===== src/rtl/isbl_pkg.sv =====
// ----------------------------------------------------------------------------
// isbl_pkg
// Shared types, constants and helpers for the IMU scale/bias/low-pass block.
// ----------------------------------------------------------------------------
package isbl_pkg;

    localparam int S_DATA_W = 176;
    localparam int M_DATA_W = 288;
    localparam int NUM_RAW  = 7;
    localparam int NUM_AXES = 6;

    localparam logic [2:0] TEMP_IDX   = 3'd6;
    localparam logic [2:0] LAST_AXIS  = 3'd5;
    localparam logic [2:0] FIRST_GYRO = 3'd3;

    localparam logic [2:0] CFG_ACCEL_SCALE  = 3'd0;
    localparam logic [2:0] CFG_GYRO_SCALE   = 3'd1;
    localparam logic [2:0] CFG_ACCEL_BIASES = 3'd2;
    localparam logic [2:0] CFG_GYRO_BIASES  = 3'd3;
    localparam logic [2:0] CFG_SMOOTHING    = 3'd4;

    localparam logic [23:0] ACCEL_SCALE_RST = 24'd10042;
    localparam logic [23:0] GYRO_SCALE_RST  = 24'd2234;
    localparam logic [16:0] ALPHA_ONE       = 17'd65536;

    // floor(n / 33) = (n * RECIP_33) >> 37 for 0 <= n < 2^31
    localparam logic [31:0]        RECIP_33       = 32'd4164816772;
    localparam logic signed [16:0] TEMP_ZERO_OFS  = 17'sd3300;
    localparam logic signed [32:0] TEMP_NUM_BIAS  = 33'sd1107296256;
    localparam logic signed [32:0] TEMP_HALF      = 33'sd16;
    localparam logic signed [27:0] TEMP_Q_BIAS    = 28'sd33554432;
    localparam logic signed [27:0] TEMP_MAX       = 28'sd16777215;
    localparam logic signed [27:0] TEMP_MIN       = -28'sd16777216;

    typedef enum logic [1:0] {
        OP_SCALE,
        OP_FILT,
        OP_TEMP
    } mul_op_t;

    typedef struct packed {
        logic       load;
        logic       mul_en;
        mul_op_t    op;
        logic       scale_fix;
        logic       filt_fix;
        logic       temp_fix;
        logic       out_load;
        logic [2:0] axis;
    } isbl_cmd_t;

    typedef struct packed {
        logic out_free;
    } isbl_stat_t;

    function automatic logic signed [31:0] sat32(input logic signed [51:0] v);
        logic signed [31:0] r;
        if (v > 52'sd2147483647)
        begin
            r = 32'sh7FFFFFFF;
        end
        else if (v < -52'sd2147483648)
        begin
            r = 32'sh80000000;
        end
        else
        begin
            r = v[31:0];
        end
        return r;
    endfunction

endpackage


===== src/rtl/isbl_ctrl.sv =====
// ----------------------------------------------------------------------------
// isbl_ctrl
// Sequencer: steps the shared multiplier through six axes and temperature.
// ----------------------------------------------------------------------------
module isbl_ctrl (
    input  logic                 clk,
    input  logic                 rst_n,
    input  logic                 s_tvalid,
    output logic                 s_tready,
    input  isbl_pkg::isbl_stat_t stat,
    output isbl_pkg::isbl_cmd_t  cmd
);

    typedef enum logic [2:0] {
        S_IDLE,
        S_SCALE_MUL,
        S_SCALE_FIX,
        S_FILT_MUL,
        S_FILT_FIX,
        S_TEMP_MUL,
        S_TEMP_FIX,
        S_DONE
    } state_t;

    state_t     state_reg;
    state_t     state_next;
    logic [2:0] axis_reg;
    logic [2:0] axis_next;

    always_comb
    begin
        state_next = state_reg;
        axis_next  = axis_reg;
        unique case (state_reg)
            S_IDLE:
            begin
                if (s_tvalid)
                begin
                    state_next = S_SCALE_MUL;
                    axis_next  = 3'd0;
                end
            end
            S_SCALE_MUL: state_next = S_SCALE_FIX;
            S_SCALE_FIX: state_next = S_FILT_MUL;
            S_FILT_MUL:  state_next = S_FILT_FIX;
            S_FILT_FIX:
            begin
                if (axis_reg == isbl_pkg::LAST_AXIS)
                begin
                    state_next = S_TEMP_MUL;
                end
                else
                begin
                    state_next = S_SCALE_MUL;
                    axis_next  = axis_reg + 3'd1;
                end
            end
            S_TEMP_MUL:  state_next = S_TEMP_FIX;
            S_TEMP_FIX:  state_next = S_DONE;
            S_DONE:
            begin
                if (stat.out_free)
                begin
                    state_next = S_IDLE;
                end
            end
            default:     state_next = S_IDLE;
        endcase
    end

    always_ff @(posedge clk or negedge rst_n)
    begin
        if (!rst_n)
        begin
            state_reg <= S_IDLE;
            axis_reg  <= 3'd0;
        end
        else
        begin
            state_reg <= state_next;
            axis_reg  <= axis_next;
        end
    end

    always_comb
    begin
        s_tready      = (state_reg == S_IDLE);
        cmd.load      = (state_reg == S_IDLE) && s_tvalid;
        cmd.mul_en    = (state_reg == S_SCALE_MUL) || (state_reg == S_FILT_MUL) ||
                        (state_reg == S_TEMP_MUL);
        cmd.op        = (state_reg == S_FILT_MUL) ? isbl_pkg::OP_FILT :
                        (state_reg == S_TEMP_MUL) ? isbl_pkg::OP_TEMP :
                                                    isbl_pkg::OP_SCALE;
        cmd.scale_fix = (state_reg == S_SCALE_FIX);
        cmd.filt_fix  = (state_reg == S_FILT_FIX);
        cmd.temp_fix  = (state_reg == S_TEMP_FIX);
        cmd.out_load  = (state_reg == S_DONE) && stat.out_free;
        cmd.axis      = axis_reg;
    end

endmodule


===== src/rtl/isbl_dp.sv =====
// ----------------------------------------------------------------------------
// isbl_dp
// Datapath: config registers, sample capture, shared multiplier, filter state
// and the output register.
// ----------------------------------------------------------------------------
module isbl_dp (
    input  logic                              clk,
    input  logic                              rst_n,
    input  isbl_pkg::isbl_cmd_t               cmd,
    output isbl_pkg::isbl_stat_t              stat,
    input  logic [isbl_pkg::S_DATA_W-1:0]     s_tdata,
    input  logic                              cfg_valid,
    output logic                              cfg_ready,
    input  logic [2:0]                        cfg_index,
    input  logic [59:0]                       cfg_data,
    output logic                              m_tvalid,
    input  logic                              m_tready,
    output logic [isbl_pkg::M_DATA_W-1:0]     m_tdata
);

    logic signed [15:0] raw_reg [isbl_pkg::NUM_RAW];
    logic [63:0]        stamp_reg;
    logic [23:0]        accel_scale_reg;
    logic [23:0]        gyro_scale_reg;
    logic [59:0]        accel_bias_reg;
    logic [59:0]        gyro_bias_reg;
    logic [16:0]        smoothing_reg;
    logic signed [31:0] filt_reg [isbl_pkg::NUM_AXES];
    logic signed [31:0] x_reg;
    logic signed [24:0] temp_reg;
    logic signed [66:0] prod_reg;
    logic               seeded_reg;
    logic               m_tvalid_reg;
    logic [isbl_pkg::M_DATA_W-1:0] m_tdata_reg;

    logic               is_gyro;
    logic [2:0]         bias_sel_idx;
    logic signed [15:0] raw_sel;
    logic [23:0]        scale_sel;
    logic [59:0]        bias_pack;
    logic signed [19:0] bias_sel;
    logic signed [31:0] prev_sel;
    logic [16:0]        alpha;
    logic signed [33:0] diff;
    logic signed [16:0] temp_t;
    logic signed [32:0] temp_num;
    logic signed [33:0] mul_a;
    logic signed [32:0] mul_b;
    logic signed [41:0] scale_rnd;
    logic signed [33:0] scale_q16;
    logic signed [34:0] scale_biased;
    logic signed [31:0] x_next;
    logic signed [51:0] filt_rnd;
    logic signed [35:0] filt_delta;
    logic signed [51:0] filt_sum;
    logic signed [31:0] y_next;
    logic signed [27:0] temp_q;
    logic signed [24:0] temp_next;

    assign cfg_ready     = 1'b1;
    assign stat.out_free = !m_tvalid_reg || m_tready;
    assign m_tvalid      = m_tvalid_reg;
    assign m_tdata       = m_tdata_reg;

    always_comb
    begin
        is_gyro      = (cmd.axis >= isbl_pkg::FIRST_GYRO);
        bias_sel_idx = is_gyro ? (cmd.axis - isbl_pkg::FIRST_GYRO) : cmd.axis;
        raw_sel      = raw_reg[cmd.axis];
        scale_sel    = is_gyro ? gyro_scale_reg : accel_scale_reg;
        bias_pack    = is_gyro ? gyro_bias_reg : accel_bias_reg;
        unique case (bias_sel_idx)
            3'd0:    bias_sel = bias_pack[19:0];
            3'd1:    bias_sel = bias_pack[39:20];
            default: bias_sel = bias_pack[59:40];
        endcase
        prev_sel = filt_reg[cmd.axis];
        alpha    = (smoothing_reg > isbl_pkg::ALPHA_ONE) ? isbl_pkg::ALPHA_ONE
                                                         : smoothing_reg;
        diff     = {{2{prev_sel[31]}}, prev_sel} - {{2{x_reg[31]}}, x_reg};
        temp_t   = {raw_reg[isbl_pkg::TEMP_IDX][15], raw_reg[isbl_pkg::TEMP_IDX]}
                   + isbl_pkg::TEMP_ZERO_OFS;
        temp_num = {{2{temp_t[16]}}, temp_t, 14'b0} + isbl_pkg::TEMP_HALF
                   + isbl_pkg::TEMP_NUM_BIAS;

        unique case (cmd.op)
            isbl_pkg::OP_FILT:
            begin
                mul_a = diff;
                mul_b = {16'b0, alpha};
            end
            isbl_pkg::OP_TEMP:
            begin
                mul_a = {1'b0, temp_num};
                mul_b = {1'b0, isbl_pkg::RECIP_33};
            end
            default:
            begin
                mul_a = {{18{raw_sel[15]}}, raw_sel};
                mul_b = {9'b0, scale_sel};
            end
        endcase

        scale_rnd    = prod_reg[41:0] + 42'sd128;
        scale_q16    = scale_rnd[41:8];
        scale_biased = {scale_q16[33], scale_q16} - {{15{bias_sel[19]}}, bias_sel};
        x_next       = isbl_pkg::sat32({{17{scale_biased[34]}}, scale_biased});

        filt_rnd     = prod_reg[51:0] + 52'sd32768;
        filt_delta   = filt_rnd[51:16];
        filt_sum     = {{20{x_reg[31]}}, x_reg} + {{16{filt_delta[35]}}, filt_delta};
        y_next       = seeded_reg ? isbl_pkg::sat32(filt_sum) : x_reg;

        temp_q       = {1'b0, prod_reg[63:37]} - isbl_pkg::TEMP_Q_BIAS;
        if (temp_q > isbl_pkg::TEMP_MAX)
        begin
            temp_next = isbl_pkg::TEMP_MAX[24:0];
        end
        else if (temp_q < isbl_pkg::TEMP_MIN)
        begin
            temp_next = isbl_pkg::TEMP_MIN[24:0];
        end
        else
        begin
            temp_next = temp_q[24:0];
        end
    end

    always_ff @(posedge clk or negedge rst_n)
    begin
        if (!rst_n)
        begin
            accel_scale_reg <= isbl_pkg::ACCEL_SCALE_RST;
            gyro_scale_reg  <= isbl_pkg::GYRO_SCALE_RST;
            accel_bias_reg  <= '0;
            gyro_bias_reg   <= '0;
            smoothing_reg   <= '0;
            seeded_reg      <= 1'b0;
            m_tvalid_reg    <= 1'b0;
        end
        else
        begin
            if (cfg_valid)
            begin
                unique case (cfg_index)
                    isbl_pkg::CFG_ACCEL_SCALE:  accel_scale_reg <= cfg_data[23:0];
                    isbl_pkg::CFG_GYRO_SCALE:   gyro_scale_reg  <= cfg_data[23:0];
                    isbl_pkg::CFG_ACCEL_BIASES: accel_bias_reg  <= cfg_data;
                    isbl_pkg::CFG_GYRO_BIASES:  gyro_bias_reg   <= cfg_data;
                    isbl_pkg::CFG_SMOOTHING:    smoothing_reg   <= cfg_data[16:0];
                    default:                    ;
                endcase
            end
            if (cmd.out_load)
            begin
                seeded_reg   <= 1'b1;
                m_tvalid_reg <= 1'b1;
            end
            else if (m_tready)
            begin
                m_tvalid_reg <= 1'b0;
            end
        end
    end

    always_ff @(posedge clk)
    begin
        if (cmd.load)
        begin
            for (int i = 0; i < isbl_pkg::NUM_RAW; i++)
            begin
                raw_reg[i] <= s_tdata[16*i +: 16];
            end
            stamp_reg <= s_tdata[175:112];
        end
        if (cmd.mul_en)
        begin
            prod_reg <= mul_a * mul_b;
        end
        if (cmd.scale_fix)
        begin
            x_reg <= x_next;
        end
        if (cmd.filt_fix)
        begin
            filt_reg[cmd.axis] <= y_next;
        end
        if (cmd.temp_fix)
        begin
            temp_reg <= temp_next;
        end
        if (cmd.out_load)
        begin
            m_tdata_reg <= {7'b0, stamp_reg, temp_reg, filt_reg[5], filt_reg[4],
                            filt_reg[3], filt_reg[2], filt_reg[1], filt_reg[0]};
        end
    end

endmodule


===== src/rtl/imu_scale_bias_lowpass.sv =====
// ----------------------------------------------------------------------------
// imu_scale_bias_lowpass
// IMU sample conditioning: per-axis scale and bias, exponential low-pass on
// six axes, temperature conversion and timestamp pass-through.
//
// Usage:
//   s_* carries one raw sample per beat; m_* carries one conditioned result
//   per beat. cfg_* writes one register per beat (index 0..4, others are
//   ignored) and is always ready; write only while no sample is in flight.
//   A single multiplier is sequenced over scale, filter and temperature
//   steps: a scale multiply and fix, then a filter multiply and fix per
//   axis, then a temperature multiply and fix. A new sample is accepted
//   only after the previous result is loaded into the output register.
//   The output register holds a finished result, so the next sample is taken
//   and worked on while the receiver stalls; the sequencer waits at its last
//   step only if the previous result is still unclaimed.
//   Reset restores register defaults and clears the filter seed, so the first
//   sample after reset passes unfiltered.
// ----------------------------------------------------------------------------
module imu_scale_bias_lowpass (
    input  logic                          clk,
    input  logic                          rst_n,
    // accel_x_raw, accel_y_raw, accel_z_raw, gyro_x_raw, gyro_y_raw,
    // gyro_z_raw, temp_raw (16 each), stamp_in (64)
    input  logic [isbl_pkg::S_DATA_W-1:0] s_tdata,
    input  logic                          s_tvalid,
    output logic                          s_tready,
    // accel_x_out, accel_y_out, accel_z_out, gyro_x_out, gyro_y_out,
    // gyro_z_out (32 each), temp_out (25), stamp_out (64), 7 zero bits
    output logic [isbl_pkg::M_DATA_W-1:0] m_tdata,
    output logic                          m_tvalid,
    input  logic                          m_tready,
    input  logic                          cfg_valid,
    output logic                          cfg_ready,
    input  logic [2:0]                    cfg_index,
    input  logic [59:0]                   cfg_data
);

    isbl_pkg::isbl_cmd_t  cmd;
    isbl_pkg::isbl_stat_t stat;

    isbl_ctrl u_ctrl (
        .clk      (clk),
        .rst_n    (rst_n),
        .s_tvalid (s_tvalid),
        .s_tready (s_tready),
        .stat     (stat),
        .cmd      (cmd)
    );

    isbl_dp u_dp (
        .clk       (clk),
        .rst_n     (rst_n),
        .cmd       (cmd),
        .stat      (stat),
        .s_tdata   (s_tdata),
        .cfg_valid (cfg_valid),
        .cfg_ready (cfg_ready),
        .cfg_index (cfg_index),
        .cfg_data  (cfg_data),
        .m_tvalid  (m_tvalid),
        .m_tready  (m_tready),
        .m_tdata   (m_tdata)
    );

    a_no_back_to_back_accept: assert property (@(posedge clk) disable iff (!rst_n)
        (s_tvalid && s_tready) |=> !s_tready)
        else $error("input accepted while a sample is in flight");

    a_out_load_free: assert property (@(posedge clk) disable iff (!rst_n)
        cmd.out_load |-> (!m_tvalid || m_tready))
        else $error("result loaded over an unclaimed result");

    a_out_load_valid: assert property (@(posedge clk) disable iff (!rst_n)
        cmd.out_load |=> m_tvalid)
        else $error("loaded result not presented");

    a_single_step: assert property (@(posedge clk) disable iff (!rst_n)
        $onehot0({cmd.load, cmd.mul_en, cmd.scale_fix, cmd.filt_fix,
                  cmd.temp_fix, cmd.out_load}))
        else $error("more than one datapath step commanded");

endmodule

===== config.mk =====
export PLATFORM = sky130hd
export DESIGN_NAME = imu_scale_bias_lowpass
export DESIGN_NICKNAME = d
export VERILOG_FILES = /design/src/rtl/isbl_pkg.sv /design/src/rtl/isbl_ctrl.sv /design/src/rtl/isbl_dp.sv /design/src/rtl/imu_scale_bias_lowpass.sv
export SDC_FILE = /design/constraint.sdc
export NUM_CORES = 2
export LEC_CHECK = 0
export BUFFER_PORTS_ARGS = -buffer_cell sky130_fd_sc_hd__buf_2
export CORE_MARGIN = 5
export CORE_UTILIZATION = 30
export DETAILED_ROUTE_END_ITERATION = 6
export SKIP_CTS_REPAIR_TIMING = 1
export SYNTH_ARGS = -nofsm -noshare
export SYNTH_HDL_FRONTEND = slang
export SYNTH_SLANG_ARGS = --single-unit

===== constraint.sdc =====
create_clock -name clk -period 30.8 [get_ports clk]
set_input_delay 4.62 -clock clk [delete_from_list [all_inputs] [get_ports clk]]
set_output_delay 4.62 -clock clk [all_outputs]
set_load 0.005 [all_outputs]

== Word-level counts from Yosys, hierarchy flattened ==
Memory sizes are Yosys's and may differ from the RTL's. A register that Yosys moved wholly into a read port is not among the register bits.
Cells that the tools add are included.

* RAM bits: 304
* Memories kept: 2
* Output and inout bits: 291
* Register bits: 659
* Word-level logic and storage cells: 99
* Bits in latches: 0
* Input port bits: 244
* ROM bits: 0

{| class="wikitable"
|+ Memory list
! memory !! words !! width !! read ports !! clocked after Yosys merged registers in !! wr ports !! line !! source
|-
| u_dp.filt_reg || 6 || 32 || 7 || 6 || 1 || isbl_dp.sv:28 || <nowiki>logic signed [31:0] filt_reg [isbl_pkg::NUM_AXES];</nowiki>
|-
| u_dp.raw_reg || 7 || 16 || 2 || 0 || 7 || isbl_dp.sv:21 || <nowiki>logic signed [15:0] raw_reg [isbl_pkg::NUM_RAW];</nowiki>
|}

* Shift-type cells: 0
* Mux-type cells: 27
* Reduce and logical (&&, ||, !) cells: 18
* Equality and inequality tests: 18
* Magnitude comparators: 8
* Bitwise logic cells: 0
* Add/sub/neg operators: 11
* Divide/modulo/power cells: 0
* $mul: 1

{| class="wikitable"
|+ Operator list
! kind !! number
|-
| two-way mux 32 bit || 4
|-
| one-hot mux 34 bit (2 select lines) || 1
|-
| multiplier 34 x 33 -> 64 bit || 1
|-
| one-hot mux 32 bit (2 select lines) || 1
|-
| two-way mux 60 bit || 1
|-
| adder 52 x 16 -> 52 bit, second input constant || 1
|-
| greater-than comparator 52 x 32 -> 1 bit, second input constant || 1
|-
| less-than comparator 52 x 32 -> 1 bit, second input constant || 1
|-
| adder 42 x 8 -> 42 bit, second input constant || 1
|-
| one-hot mux 20 bit (2 select lines) || 1
|-
| adder 32 x 36 -> 37 bit || 1
|-
| greater-than comparator 35 x 32 -> 1 bit, second input constant || 1
|-
| less-than comparator 35 x 32 -> 1 bit, second input constant || 1
|-
| subtractor 34 x 20 -> 35 bit || 1
|-
| adder 33 x 31 -> 33 bit, second input constant || 1
|-
| subtractor 32 x 32 -> 33 bit || 1
|-
| adder 31 x 6 -> 32 bit, second input constant || 1
|-
| greater-than comparator 28 x 25 -> 1 bit, second input constant || 1
|-
| less-than comparator 28 x 25 -> 1 bit, second input constant || 1
|-
| subtractor 27 x 26 -> 28 bit, second input constant || 1
|-
| two-way mux 25 bit || 1
|-
| two-way mux 24 bit || 1
|-
| one-hot mux 3 bit (8 select lines) || 1
|-
| == test 3 bit, second input constant || 6
|-
| other kinds (23) || 51
|}

== Longest topological paths before layout ==
* Word-level depth: 7
* Depth in mapped cells: 51
* Mapped depth without buffers: 44

== Modules after synthesis ==
From an unflattened synthesis, not the netlist that was laid out.

* Cell total of the unflattened synthesis: 6,802
* Area, all modules: 77,623.2 µm²

{| class="wikitable"
|+ Modules (own cells, without submodules)
! module !! times used !! sequential area each (µm²) !! cells an instance !! area each (µm²)
|-
| isbl_dp || 1 || 29,530.8 || 6,749 || 77,124.0
|-
| isbl_ctrl || 1 || 150.1 || 53 || 499.2
|}

== Least setup slack after synthesis ==
No wires, ideal clock.

* Kind: input port to flip-flop
* From: input m_tready
* To: register u_dp.m_tdata_reg (netlist bit m_tdata[0]) (read register of u_dp.filt_reg), enable pin
* Data arrival time: 16,375 ps
* Stages: 2
* Data required time: 29,869 ps
* Setup time: 931 ps
* Buffers on the path: 0
* Path slack: 13,494 ps
* Cell sequence: nor2b_1 -> nor2_1

{| class="wikitable"
|+ RTL lines
! element !! line !! source
|-
| start, declared || imu_scale_bias_lowpass.sv:32 || <nowiki>input logic m_tready,</nowiki>
|-
| end, declared || isbl_dp.sv:34 || <nowiki>logic [isbl_pkg::M_DATA_W-1:0] m_tdata_reg;</nowiki>
|}

== Worst setup path in the final report ==
* From: register u_ctrl.axis_reg[0]
* To: register u_dp.prod_reg[63], data pin

* Word-level cells in the longest chain between the ends: 4
* Elaborated cells on any way between the ends: 8
* Those cells by class: add/sub (1); mul (1); order compare (1); mux (3); memory (2)

{| class="wikitable"
|+ RTL lines
! element !! line !! source
|-
| start, declared || isbl_ctrl.sv:27 || <nowiki>logic [2:0] axis_reg;</nowiki>
|-
| start signal, assigned || isbl_ctrl.sv:81 || <nowiki>axis_reg <= axis_next;</nowiki>
|-
| memory (6 x 32 bit) / greater-or-equal comparator 3 x 2 -> 1 bit (equally long branches) || -- ||
|-
| subtractor 32 x 32 -> 33 bit / two-way mux 24 bit (equally long branches) || isbl_dp.sv:80, isbl_dp.sv:70 ||
|-
| one-hot mux 34 bit (2 select lines) / one-hot mux 32 bit (2 select lines) (equally long branches) || isbl_dp.sv:86 || <nowiki>unique case (cmd.op)</nowiki>
|-
| multiplier 34 x 33 -> 64 bit * || isbl_dp.sv:178 || <nowiki>prod_reg <= mul_a * mul_b;</nowiki>
|-
| end signal, assigned || isbl_dp.sv:178 ||
|-
| end, declared || isbl_dp.sv:31 || <nowiki>logic signed [66:0] prod_reg;</nowiki>
|}

Mark *: on every way between the ends. The rest lies on a longest branch, timed or not.
A chain may end at the register's enable or synchronous reset.

==> flow_summary.ini <==
[critical_path]
required_ns = 31.26
cp_slowest_stage_delay_ns = 1.05
arrival_ns = 15.32
crit_top_cell = fa_1
crit_type = flip-flop to flip-flop
endpoint_kind = flip-flop
cp-start-kind = flip-flop
r2r_start = u_ctrl.axis_reg[0]
timing.rr.end = u_dp.prod_reg[63]
crit_path_max_fanout = 33
r2r_cells = 40
crit_slowest_cell = fa_1
crit_start = u_ctrl.axis_reg[0]
r2r_slack_ns = 15.93

[clocking]
h-tree-depth = 3
clock_latency_ns = 0.77
numCtsBuffers = 100
clk_pin_slew_ns = 0.07
cts.sinks = 1020
clockBufferDepth = 3
cts_root_buf = clkbuf_16
cts_tree = yes

[placed_design]
place.port_buffers = 526
dpl.hpwl_um = 194300
place.gp.congestion = 0.9519

[logic_synthesis]
synth.most_common_cell = inv_1
synth_cell_type_count = 85
netlist_top_cells_count = inv_1, fa_1, edfxtp_1, nand2_1, nor2_1
syn_area_um2 = 77000
avgSynthCellArea_um2 = 11.54
synth_edf_count = 827
synth_top_cell_area_share = 0.3225
async_reset_ff_frac = 0.1892
ys_seq_area_frac = 0.3855
synth.area.top_cells = edfxtp_1, fa_1, dfrtp_1, inv_1, ha_1
synth_top_flop_cell = edfxtp_1
yosys_warnings = 0
synthCells = 6672
synth_area_leader_cell = edfxtp_1
synth_seq_cells = 1020

[floorplanning]
die_h_um = 516.6
initial_core_util = 0.3005
dieWidth_um = 516.6
coreArea_um2 = 256200
dieArea_um2 = 266900
rows = 186
ios = 535

[routing]
first_iter_violations = 4490
wire_per_inst_um = 22.86
wl_met1_um = 97120
top_layer = met5
route.met2.wl_um = 112600
drc_errors = 0
routed_wl_um = 245400
ant_nets = 0
vias_per_cell = 4.913
wl_met3_um = 22660
vias = 52746
first_pass_iters = 7

[worst_hold_path]
holdPathEnd = u_dp.m_tdata[246]
hold_start = u_dp.stamp_reg[29]
hold_class = flip-flop to flip-flop
worstHoldPathCells = 0

[run_status]
status = finished clean

[grt]
grt_usage = 0.1816
grt_max_degree = 119
antenna_found_initial = 19
grt_overflow = 0
grt_pass1_vias = 55246
grt_pass1_wl_um = 362500

[timing]
skew_ns = 0.1081
worst_pin_slew_ns = 1.314
rsz0062_at_grt = no
finalHoldViolCount = 0
finalSetupViolCount = 0
setup_tns_ns = 0
max_slew_margin = 0.1202
slew_violations = 0
fin_crit_ns = 14.87
clock.fmax_mhz = 67.26
fin_crit_sh = 0.4827

[flow_run]
drv_cap = 0

[cells_and_area]
largest_reg_flops = 256
layout.nets = 8795
area_growth_pct = 14.13
drive_gt1_frac = 0.1611
[worst max-delay path by stage]
stage	to	slack, ns	cells past startpoint
detailed placement	u_dp.prod_reg[63]	15.83	40
floorplan	m_tdata[0]	13.49	2
finish	u_dp.prod_reg[63]	15.93	40
global route	u_dp.prod_reg[63]	14.91	40
CTS	u_dp.prod_reg[63]	15.77	40
global placement	u_dp.prod_reg[63]	15.90	40
[stage by stage]
step	std cells	util	hold WS (ns)	worst slack (ns)	area, um^2
global placement	10538	0.3294	0.4004	15.90	84400
global route	10731	0.3429	0.4203	14.91	87870
floorplan	6750	-	0.4003	13.49	77290
finish	10735	0.3430	0.4153	15.93	87880
detailed placement	10538	0.3294	0.4045	15.83	84400
CTS	10726	0.3429	0.4163	15.77	87850
[logic make-up (layout without fill, tap and decap cells)]
family	Yosys count	after routing	share of synthesized area
fa+ha+maj	1295	1295	0.3056
mux	312	312	0.05652
buf+inv	1418	2011	0.06968
simple gates	1598	1598	0.08947
compound gates	804	804	0.06786
other cells	2	88	0.00009753
flops	1020	1020	0.3855
xor+xnor	223	223	0.02537
[layout make-up]
type / count / area, um^2
Inverter: 1180 / 4429
Clock inverter: 75 / 810.8
Antenna cell: 8 / 20.02
Sequential cell: 1020 / 29690
Multi-Input combinational cell: 4312 / 42540
Fill cell: 25304 / 168300
Clock buffer: 113 / 2633
Timing Repair Buffer: 643 / 3523
Tap cell: 3384 / 4234
[metal layers]
metal  vias to the layer above  track usage
li1                      22940            -
met3                       451      0.04087
met2                      2405       0.2941
met5                         -            0
met4                        10      0.08280
met1                     26940       0.2322
[placed cells by master (no fill, tap or decap), types with 28 or more instances in the layout]
cell type     n
conb_1       80
a21oi_1     216
inv_1      1179
buf_4       116
xor2_1       93
xnor2_1     130
fa_1        975
o22ai_1      35
buf_2       525
nand3_1      91
edfxtp_1    827
a21o_1      125
mux4_2       79
and2_1       43
dfrtp_1     176
nand2_1     628
nor2_1      556
a22oi_1      39
o21a_1       38
nand2b_1     47
a211oi_1     28
nor3_1       52
ha_1        318
mux2i_1      39
clkbuf_16   101
and3_1       41
o21ai_0     116
mux2_2      191
[critical path: cells and delay by family (launching register included)]
family	cells	cell delay, ns
XOR/XNOR	1	0.08
adder cells (fa/ha/maj)	11	5.82
AND/OR/NAND/NOR	4	0.90
multiplexers	2	0.80
flip-flops	1	0.67
buffers and inverters	6	1.65
AO/OA/AOI/OAI	16	4.50
Power is left out: the tool's default activity adds up to more than one toggle a clock period on the data nets, which glitch-free logic cannot reach.
